$ cat src/hw/rtl/lsfg_pkg.sv
// shared constants for the led strip frame generator
// command codes, status codes and the fixed bytes of the strip protocol
// no dependencies
package lsfg_pkg;

   localparam int LenWidth   = 16;
   localparam int ByteWidth  = 8;
   localparam int RunBytes   = 8;
   localparam int RunIdxBits = $clog2(RunBytes);

   typedef logic [LenWidth-1:0]   len_type;
   typedef logic [ByteWidth-1:0]  byte_type;
   typedef logic [1:0]            status_type;
   typedef logic [RunIdxBits-1:0] run_idx_type;
   typedef byte_type [RunBytes-1:0] run_bytes_type;

   localparam logic CMD_BEGIN = 1'b0;
   localparam logic CMD_PIXEL = 1'b1;

   localparam status_type STATUS_OK        = 2'd0;
   localparam status_type STATUS_TOO_LONG  = 2'd1;
   localparam status_type STATUS_NO_FRAME  = 2'd2;

   localparam byte_type HDR_BASE       = 8'he0;
   localparam byte_type BRIGHT_MAX     = 8'd31;
   localparam byte_type BRIGHT_DEFAULT = 8'd15;
   localparam byte_type START_BYTE     = 8'h00;
   localparam byte_type END_BYTE       = 8'hff;

   // index of the last byte in a run of one, four or eight bytes
   localparam run_idx_type LAST_OF_ONE   = 3'd0;
   localparam run_idx_type LAST_OF_FOUR  = 3'd3;
   localparam run_idx_type LAST_OF_EIGHT = 3'd7;

endpackage

$ cat src/hw/rtl/led_strip_frame_generator_core.sv
// led strip frame generator: turns begin and pixel commands into the byte stream
// of a two-wire addressable led strip, one byte per result transaction
// depends on lsfg_pkg
//
// usage
//   csr_ channel: write led_count (strip length); always ready, write only while idle
//   req_ channel: command 0 opens a frame of frame_length pixels, command 1 is a pixel
//   rsp_ channel: one byte per transaction with status and last_of_run
// a begin gives four 0x00 bytes (plus four 0xff bytes for an empty frame), a pixel gives
// header, blue, green, red (plus four 0xff bytes after the last pixel of the frame).
// errors (frame longer than strip, pixel with no open frame) give one byte 0.
// timing
//   an accepted transaction lands in a one-entry holding register and moves to the output
//   serializer at the next edge where that is free; its first byte shows on rsp_ right then
//   the serializer sends one byte per cycle while rsp_stall is low; the byte serializer sets the rate
//   req_stall rises only when the holding register is full and the serializer busy
// reset clears the frame state, led_count and both stages; no transaction is lost
// while rsp_stall is high, the byte shown holds and the pipeline backs up into req_stall
module led_strip_frame_generator_core (
   input  logic                  clock,
   input  logic                  reset,
   input  logic                  csr_valid,
   output logic                  csr_ready,
   input  lsfg_pkg::len_type     csr_led_count,
   input  logic                  req_valid,
   output logic                  req_stall,
   input  logic                  req_command,
   input  lsfg_pkg::len_type     req_frame_length,
   input  lsfg_pkg::byte_type    req_red,
   input  lsfg_pkg::byte_type    req_green,
   input  lsfg_pkg::byte_type    req_blue,
   input  lsfg_pkg::byte_type    req_brightness,
   output logic                  rsp_valid,
   input  logic                  rsp_stall,
   output lsfg_pkg::byte_type    rsp_spi_byte,
   output lsfg_pkg::status_type  rsp_status,
   output logic                  rsp_last_of_run
);
   import lsfg_pkg::*;

   len_type       led_count_ff;
   logic          frame_open_ff, frame_open_in;
   len_type       pixels_left_ff, pixels_left_in;

   logic          pend_valid_ff, pend_valid_in;
   run_bytes_type pend_bytes_ff, pend_bytes_in;
   run_idx_type   pend_last_ff, pend_last_in;
   status_type    pend_status_ff, pend_status_in;

   logic          run_valid_ff, run_valid_in;
   run_bytes_type run_bytes_ff, run_bytes_in;
   run_idx_type   run_left_ff, run_left_in;
   status_type    run_status_ff, run_status_in;

   logic          req_take;
   logic          rsp_take;
   logic          run_done;
   logic          run_free;
   logic          run_load;
   byte_type      hdr_byte;

   assign csr_ready = 1'b1;
   assign rsp_take  = run_valid_ff && !rsp_stall;
   assign run_done  = rsp_take && (run_left_ff == LAST_OF_ONE);
   assign run_free  = !run_valid_ff || run_done;
   assign run_load  = pend_valid_ff && run_free;
   assign req_stall = pend_valid_ff && !run_free;
   assign req_take  = req_valid && !req_stall;

   assign hdr_byte = HDR_BASE |
                     ((req_brightness > BRIGHT_MAX) ? BRIGHT_DEFAULT : req_brightness);

   // build the whole byte run of the incoming transaction
   always_comb begin
      frame_open_in  = frame_open_ff;
      pixels_left_in = pixels_left_ff;
      pend_bytes_in  = pend_bytes_ff;
      pend_last_in   = pend_last_ff;
      pend_status_in = pend_status_ff;
      pend_valid_in  = pend_valid_ff && !run_load;
      if (req_take) begin
         pend_valid_in  = 1'b1;
         pend_status_in = STATUS_OK;
         pend_last_in   = LAST_OF_FOUR;
         for (int i = 0; i < RunBytes; i++) begin
            pend_bytes_in[i] = (i < 4) ? START_BYTE : END_BYTE;
         end
         unique case (req_command)
            CMD_BEGIN: begin
               frame_open_in  = 1'b0;
               pixels_left_in = '0;
               if (req_frame_length > led_count_ff) begin
                  pend_status_in   = STATUS_TOO_LONG;
                  pend_last_in     = LAST_OF_ONE;
                  pend_bytes_in[0] = START_BYTE;
               end else if (req_frame_length == '0) begin
                  pend_last_in = LAST_OF_EIGHT;
               end else begin
                  frame_open_in  = 1'b1;
                  pixels_left_in = req_frame_length;
               end
            end
            CMD_PIXEL: begin
               if (!frame_open_ff) begin
                  pend_status_in   = STATUS_NO_FRAME;
                  pend_last_in     = LAST_OF_ONE;
                  pend_bytes_in[0] = START_BYTE;
               end else begin
                  pend_bytes_in[0] = hdr_byte;
                  pend_bytes_in[1] = req_blue;
                  pend_bytes_in[2] = req_green;
                  pend_bytes_in[3] = req_red;
                  pixels_left_in   = pixels_left_ff - len_type'(1);
                  if (pixels_left_ff == len_type'(1)) begin
                     frame_open_in = 1'b0;
                     pend_last_in  = LAST_OF_EIGHT;
                  end
               end
            end
            default: begin
               pend_valid_in = pend_valid_ff;
            end
         endcase
      end
   end

   // output serializer: byte 0 is on the port, shift down on each take
   always_comb begin
      run_valid_in  = run_valid_ff && !run_done;
      run_bytes_in  = run_bytes_ff;
      run_left_in   = run_left_ff;
      run_status_in = run_status_ff;
      if (run_load) begin
         run_valid_in  = 1'b1;
         run_bytes_in  = pend_bytes_ff;
         run_left_in   = pend_last_ff;
         run_status_in = pend_status_ff;
      end else if (rsp_take) begin
         run_bytes_in = {START_BYTE, run_bytes_ff[RunBytes-1:1]};
         run_left_in  = run_left_ff - run_idx_type'(1);
      end
   end

   always_ff @(posedge clock) begin
      if (reset) begin
         led_count_ff   <= '0;
         frame_open_ff  <= 1'b0;
         pixels_left_ff <= '0;
         pend_valid_ff  <= 1'b0;
         run_valid_ff   <= 1'b0;
      end else begin
         if (csr_valid && csr_ready) begin
            led_count_ff <= csr_led_count;
         end
         frame_open_ff  <= frame_open_in;
         pixels_left_ff <= pixels_left_in;
         pend_valid_ff  <= pend_valid_in;
         run_valid_ff   <= run_valid_in;
      end
   end

   always_ff @(posedge clock) begin
      pend_bytes_ff  <= pend_bytes_in;
      pend_last_ff   <= pend_last_in;
      pend_status_ff <= pend_status_in;
      run_bytes_ff   <= run_bytes_in;
      run_left_ff    <= run_left_in;
      run_status_ff  <= run_status_in;
   end

   assign rsp_valid       = run_valid_ff;
   assign rsp_spi_byte    = run_bytes_ff[0];
   assign rsp_status      = run_status_ff;
   assign rsp_last_of_run = (run_left_ff == LAST_OF_ONE);

`ifndef ASSERT_OFF
   a_closed_frame_empty: assert property (@(posedge clock) disable iff (reset)
      !frame_open_ff |-> (pixels_left_ff == '0))
      else $error("pixels left while no frame is open");

   a_error_single_byte: assert property (@(posedge clock) disable iff (reset)
      rsp_valid && (rsp_status != STATUS_OK) |-> rsp_last_of_run && (rsp_spi_byte == '0))
      else $error("error result is not a single zero byte");

   a_run_ends: assert property (@(posedge clock) disable iff (reset)
      run_done && !pend_valid_ff |=> !rsp_valid)
      else $error("result valid after the run finished");

   a_stall_means_busy: assert property (@(posedge clock) disable iff (reset)
      req_stall |-> run_valid_ff && !run_done)
      else $error("input stalled while serializer is free");
`endif

endmodule
$ cat config.mk
export PLATFORM = sky130hd
export DESIGN_NAME = led_strip_frame_generator_core
export DESIGN_NICKNAME = d
export VERILOG_FILES = /design/src/hw/rtl/lsfg_pkg.sv /design/src/hw/rtl/led_strip_frame_generator_core.sv
export SDC_FILE = /design/constraint.sdc
export NUM_CORES = 1
export LEC_CHECK = 0
export ABC_AREA = 0
export BUFFER_PORTS_ARGS = -buffer_cell sky130_fd_sc_hd__buf_2
export CAP_MARGIN = 20
export CORE_ASPECT_RATIO = 1.5
export CORE_MARGIN = 2
export CORE_UTILIZATION = 30
export CTS_CLUSTER_SIZE = 16
export DETAILED_ROUTE_END_ITERATION = 10
export PLACE_DENSITY = 0.48
export SETUP_SLACK_MARGIN = 0.5
export SLEW_MARGIN = 40
export SYNTH_ARGS = -nofsm -noshare
export SYNTH_HDL_FRONTEND = slang
export SYNTH_SLANG_ARGS = --single-unit
$ cat constraint.sdc
create_clock -name clock -period 2.7 [get_ports clock]
set_input_delay 0 -clock clock [delete_from_list [all_inputs] [get_ports clock]]
set_output_delay 0 -clock clock [all_outputs]
set_load 0.01 [all_outputs]
==> flow_summary.yaml <==
finish:
  utilization_pct: 39.8
  layout_common_cells: "buf_2, edfxtp_1, nor2_1, dlygate4sd3_1, dfxtp_1"
  drive_gt1_share_pct: 29.6
  num_antenna_cells: 0
  areaGrowthSynthToFinish_pct: 31.2
  nets: 677
  stdcell_count: 805
  fillers: 1705
  final_common_cell: "buf_2"
clock_network:
  htreeDepth: 3
  numClockSinks: 110
  cts_tree: "done"
  clk_pin_slew_ns: 0.08
  cts_made_buffers: 9
  insertion_delay_ns: 0.35
  clock_path_buffers: 2
  root_buffer: "clkbuf_16"
global_routing:
  grt_max_degree: 46
  track_usage_pct: 13.9
  antenna_found_initial: 0
  first_global_vias: 4292
  grt_overflow: 0
  grt_pass1_wl_um: 20800
yosys:
  synth_warnings: 0
  syn-num-nets: 557
  ys_types: 54
  netlist_instances: 467
  synth_top_cell_by_area: "edfxtp_1"
  synth_edf_count: 75
  yosys_register_bits: 110
  synth_seq_area_share_pct: 56.3
  synth_area_leaders: "edfxtp_1, dfxtp_1, mux2_2, ha_1, nor2_1"
  syn_area_sq_um: 5250
  synth-main-ff-cell: "edfxtp_1"
  synth_top_area_share_pct: 42.9
  syn_area_per_cell_sq_um: 11.2
  synthArstFlopShare_pct: 0
drt:
  drc_errors: 0
  num_vias: 3979
  drtAntennaViolNets: 0
  drt_iter0_drc: 150
  finalWirelength_um: 12900
  dr.pass1.iters: 4
  via_per_inst: 4.94
  routedWlPerCell_um: 16.0
min_path:
  hold_path_startpoint: "req_green[0]"
  hp-class: "in -> reg"
critical_path:
  r2r-start: "led_count_ff[1]"
  cp_data_arrival_time_ns: 2.40
  cp-startpoint: "led_count_ff[1]"
  crit_fanout: 5
  path_class: "reg -> reg"
  end_kind: "flop"
  cp-start-kind: "flop"
  critPathRequiredTime_ns: 2.97
power_and_ir_drop:
  power_mw: 3.99
  peakVddDrop_uv: 229
  power_density_nw_per_um2: 580
  p_leak_nw: 2.80
placed_design:
  dp_hpwl_um: 8730
  place_inst: 736
  port_buffers: 82
  place_ws_ns: 0.356
  routabilityCongestion: 0.855
sta:
  final-hold-violation-count: 0
  period_share_pct: 78.7
  slew_headroom_pct: 53.1
  fin_tns_setup_ns: 0
  final-setup-viol-count: 0
  setup_ws_ns: 0.574
  rsz0062_at_grt: "yes"
  max_freq_ghz: 0.470
  skew_ns: 0.0108
  final-max-slew-violation-count: 0
  worst_pin_slew_ns: 0.701
  period_minus_slack_ns: 2.13
flow_run:
  drv_cap: 0
die:
  die_y_um: 166
  rows: 59
  start_util_pct: 30.4
  io_pins: 84
  coreArea_sq_um: 17300
  dieArea_sq_um: 18600
  die_x_um: 112
run_status:
  status: "finished clean"
==> path summary, 6_finish.rpt <==
check | end | slack, ns | depth (start not counted)
worst max-delay path | pixels_left_ff[1] | 0.57 | 8
worst min-delay path | pend_bytes_ff[16] | 0.001 | 2
worst max register to register | pixels_left_ff[1] | 0.57 | 8
worst min register to register | rsp_status[0] | 0.42 | 0
==> flip-flops by register name, summed over array words and instances (netlist names), 2 cells and up <==
signal	count
pend_bytes_ff	30
run_bytes_ff	28
led_count_ff	16
pixels_left_ff	16
rsp_spi_byte	8
run_left_ff	3
pend_last_ff	2
pend_status_ff	2
rsp_status	2
==> cells by family after synthesis <==
kind of cell    count (synthesis)  share of synthesized area [%]
compound gates                 80                           10.2
fa+ha+maj                      20                           4.77
buf+inv                        62                           5.25
flops                         110                           56.3
mux                            41                           8.37
other cells                     1                         0.0715
simple gates                  153                           15.1
==> power breakdown <==
part | switching [mW] | total [mW] | internal [mW]
clock | 0.658 | 1.30 | 0.647
combinational | 0.368 | 0.689 | 0.321
sequential | 0.0575 | 2.00 | 1.94
total | 1.08 | 3.99 | 2.91
==> per-stage QoR <==
stage / hold WS [ns] / cell area, sq um
floorplan: 0.121 / 5300
global placement: 0.233 / 5870
finish: 0.00108 / 6880
detailed placement: 0.244 / 5870
CTS: 0.00333 / 6790
global route: 0.0150 / 6880
==> Yosys cell counts (all sizes together) (18+ instances only) <==
master  instances
ha             20
nand2          27
and3           26
a21oi          23
mux2i          18
clkbuf         21
inv            30
edfxtp         75
mux2           23
dfxtp          35
nor2           52
==> worst max-delay path: stages (launching register included) <==
cell      delay [ns]
dfxtp_2         0.34
inv_2           0.05
ha_4            0.20
nor2b_1         0.12
o211ai_1        0.27
a21boi_4        0.09
or4_4           0.57
a31o_4          0.27
a211oi_2        0.13
==> per-layer routing <==
metal	vias up	GRT usage (%)	part of all wire, %
met1	1921	15.3	40
met2	101	25.5	52
li1	1924	-	-
met3	33	2.55	3.4
met4	0	7.00	4.2
met5	-	0	0
==> timing repair <==
item | in CTS | in global routing
pin swaps | 4 | 7
gates cloned | 0 | 1
gates resized for setup | 19 | 18
buffers inserted | 0 | 1
hold buffers | 51 | 0
setup endpoints to repair | 20 | 20
hold endpoints to repair | 51 | 0
==> area by class of cell <==
| cell class | count | area (sq um) | share of cell area (%) |
|---|---|---|---|
| well taps | 213 | 267 | 3.87 |
| inverters | 30 | 116 | 1.69 |
| clock buffers | 9 | 225 | 3.27 |
| flip-flops and latches | 110 | 2960 | 43.0 |
| clock inverters | 7 | 63.8 | 0.927 |
| repair buffers | 140 | 993 | 14.4 |
| multi-input cells | 296 | 2260 | 32.8 |
(Power assumes the default switching activity.)
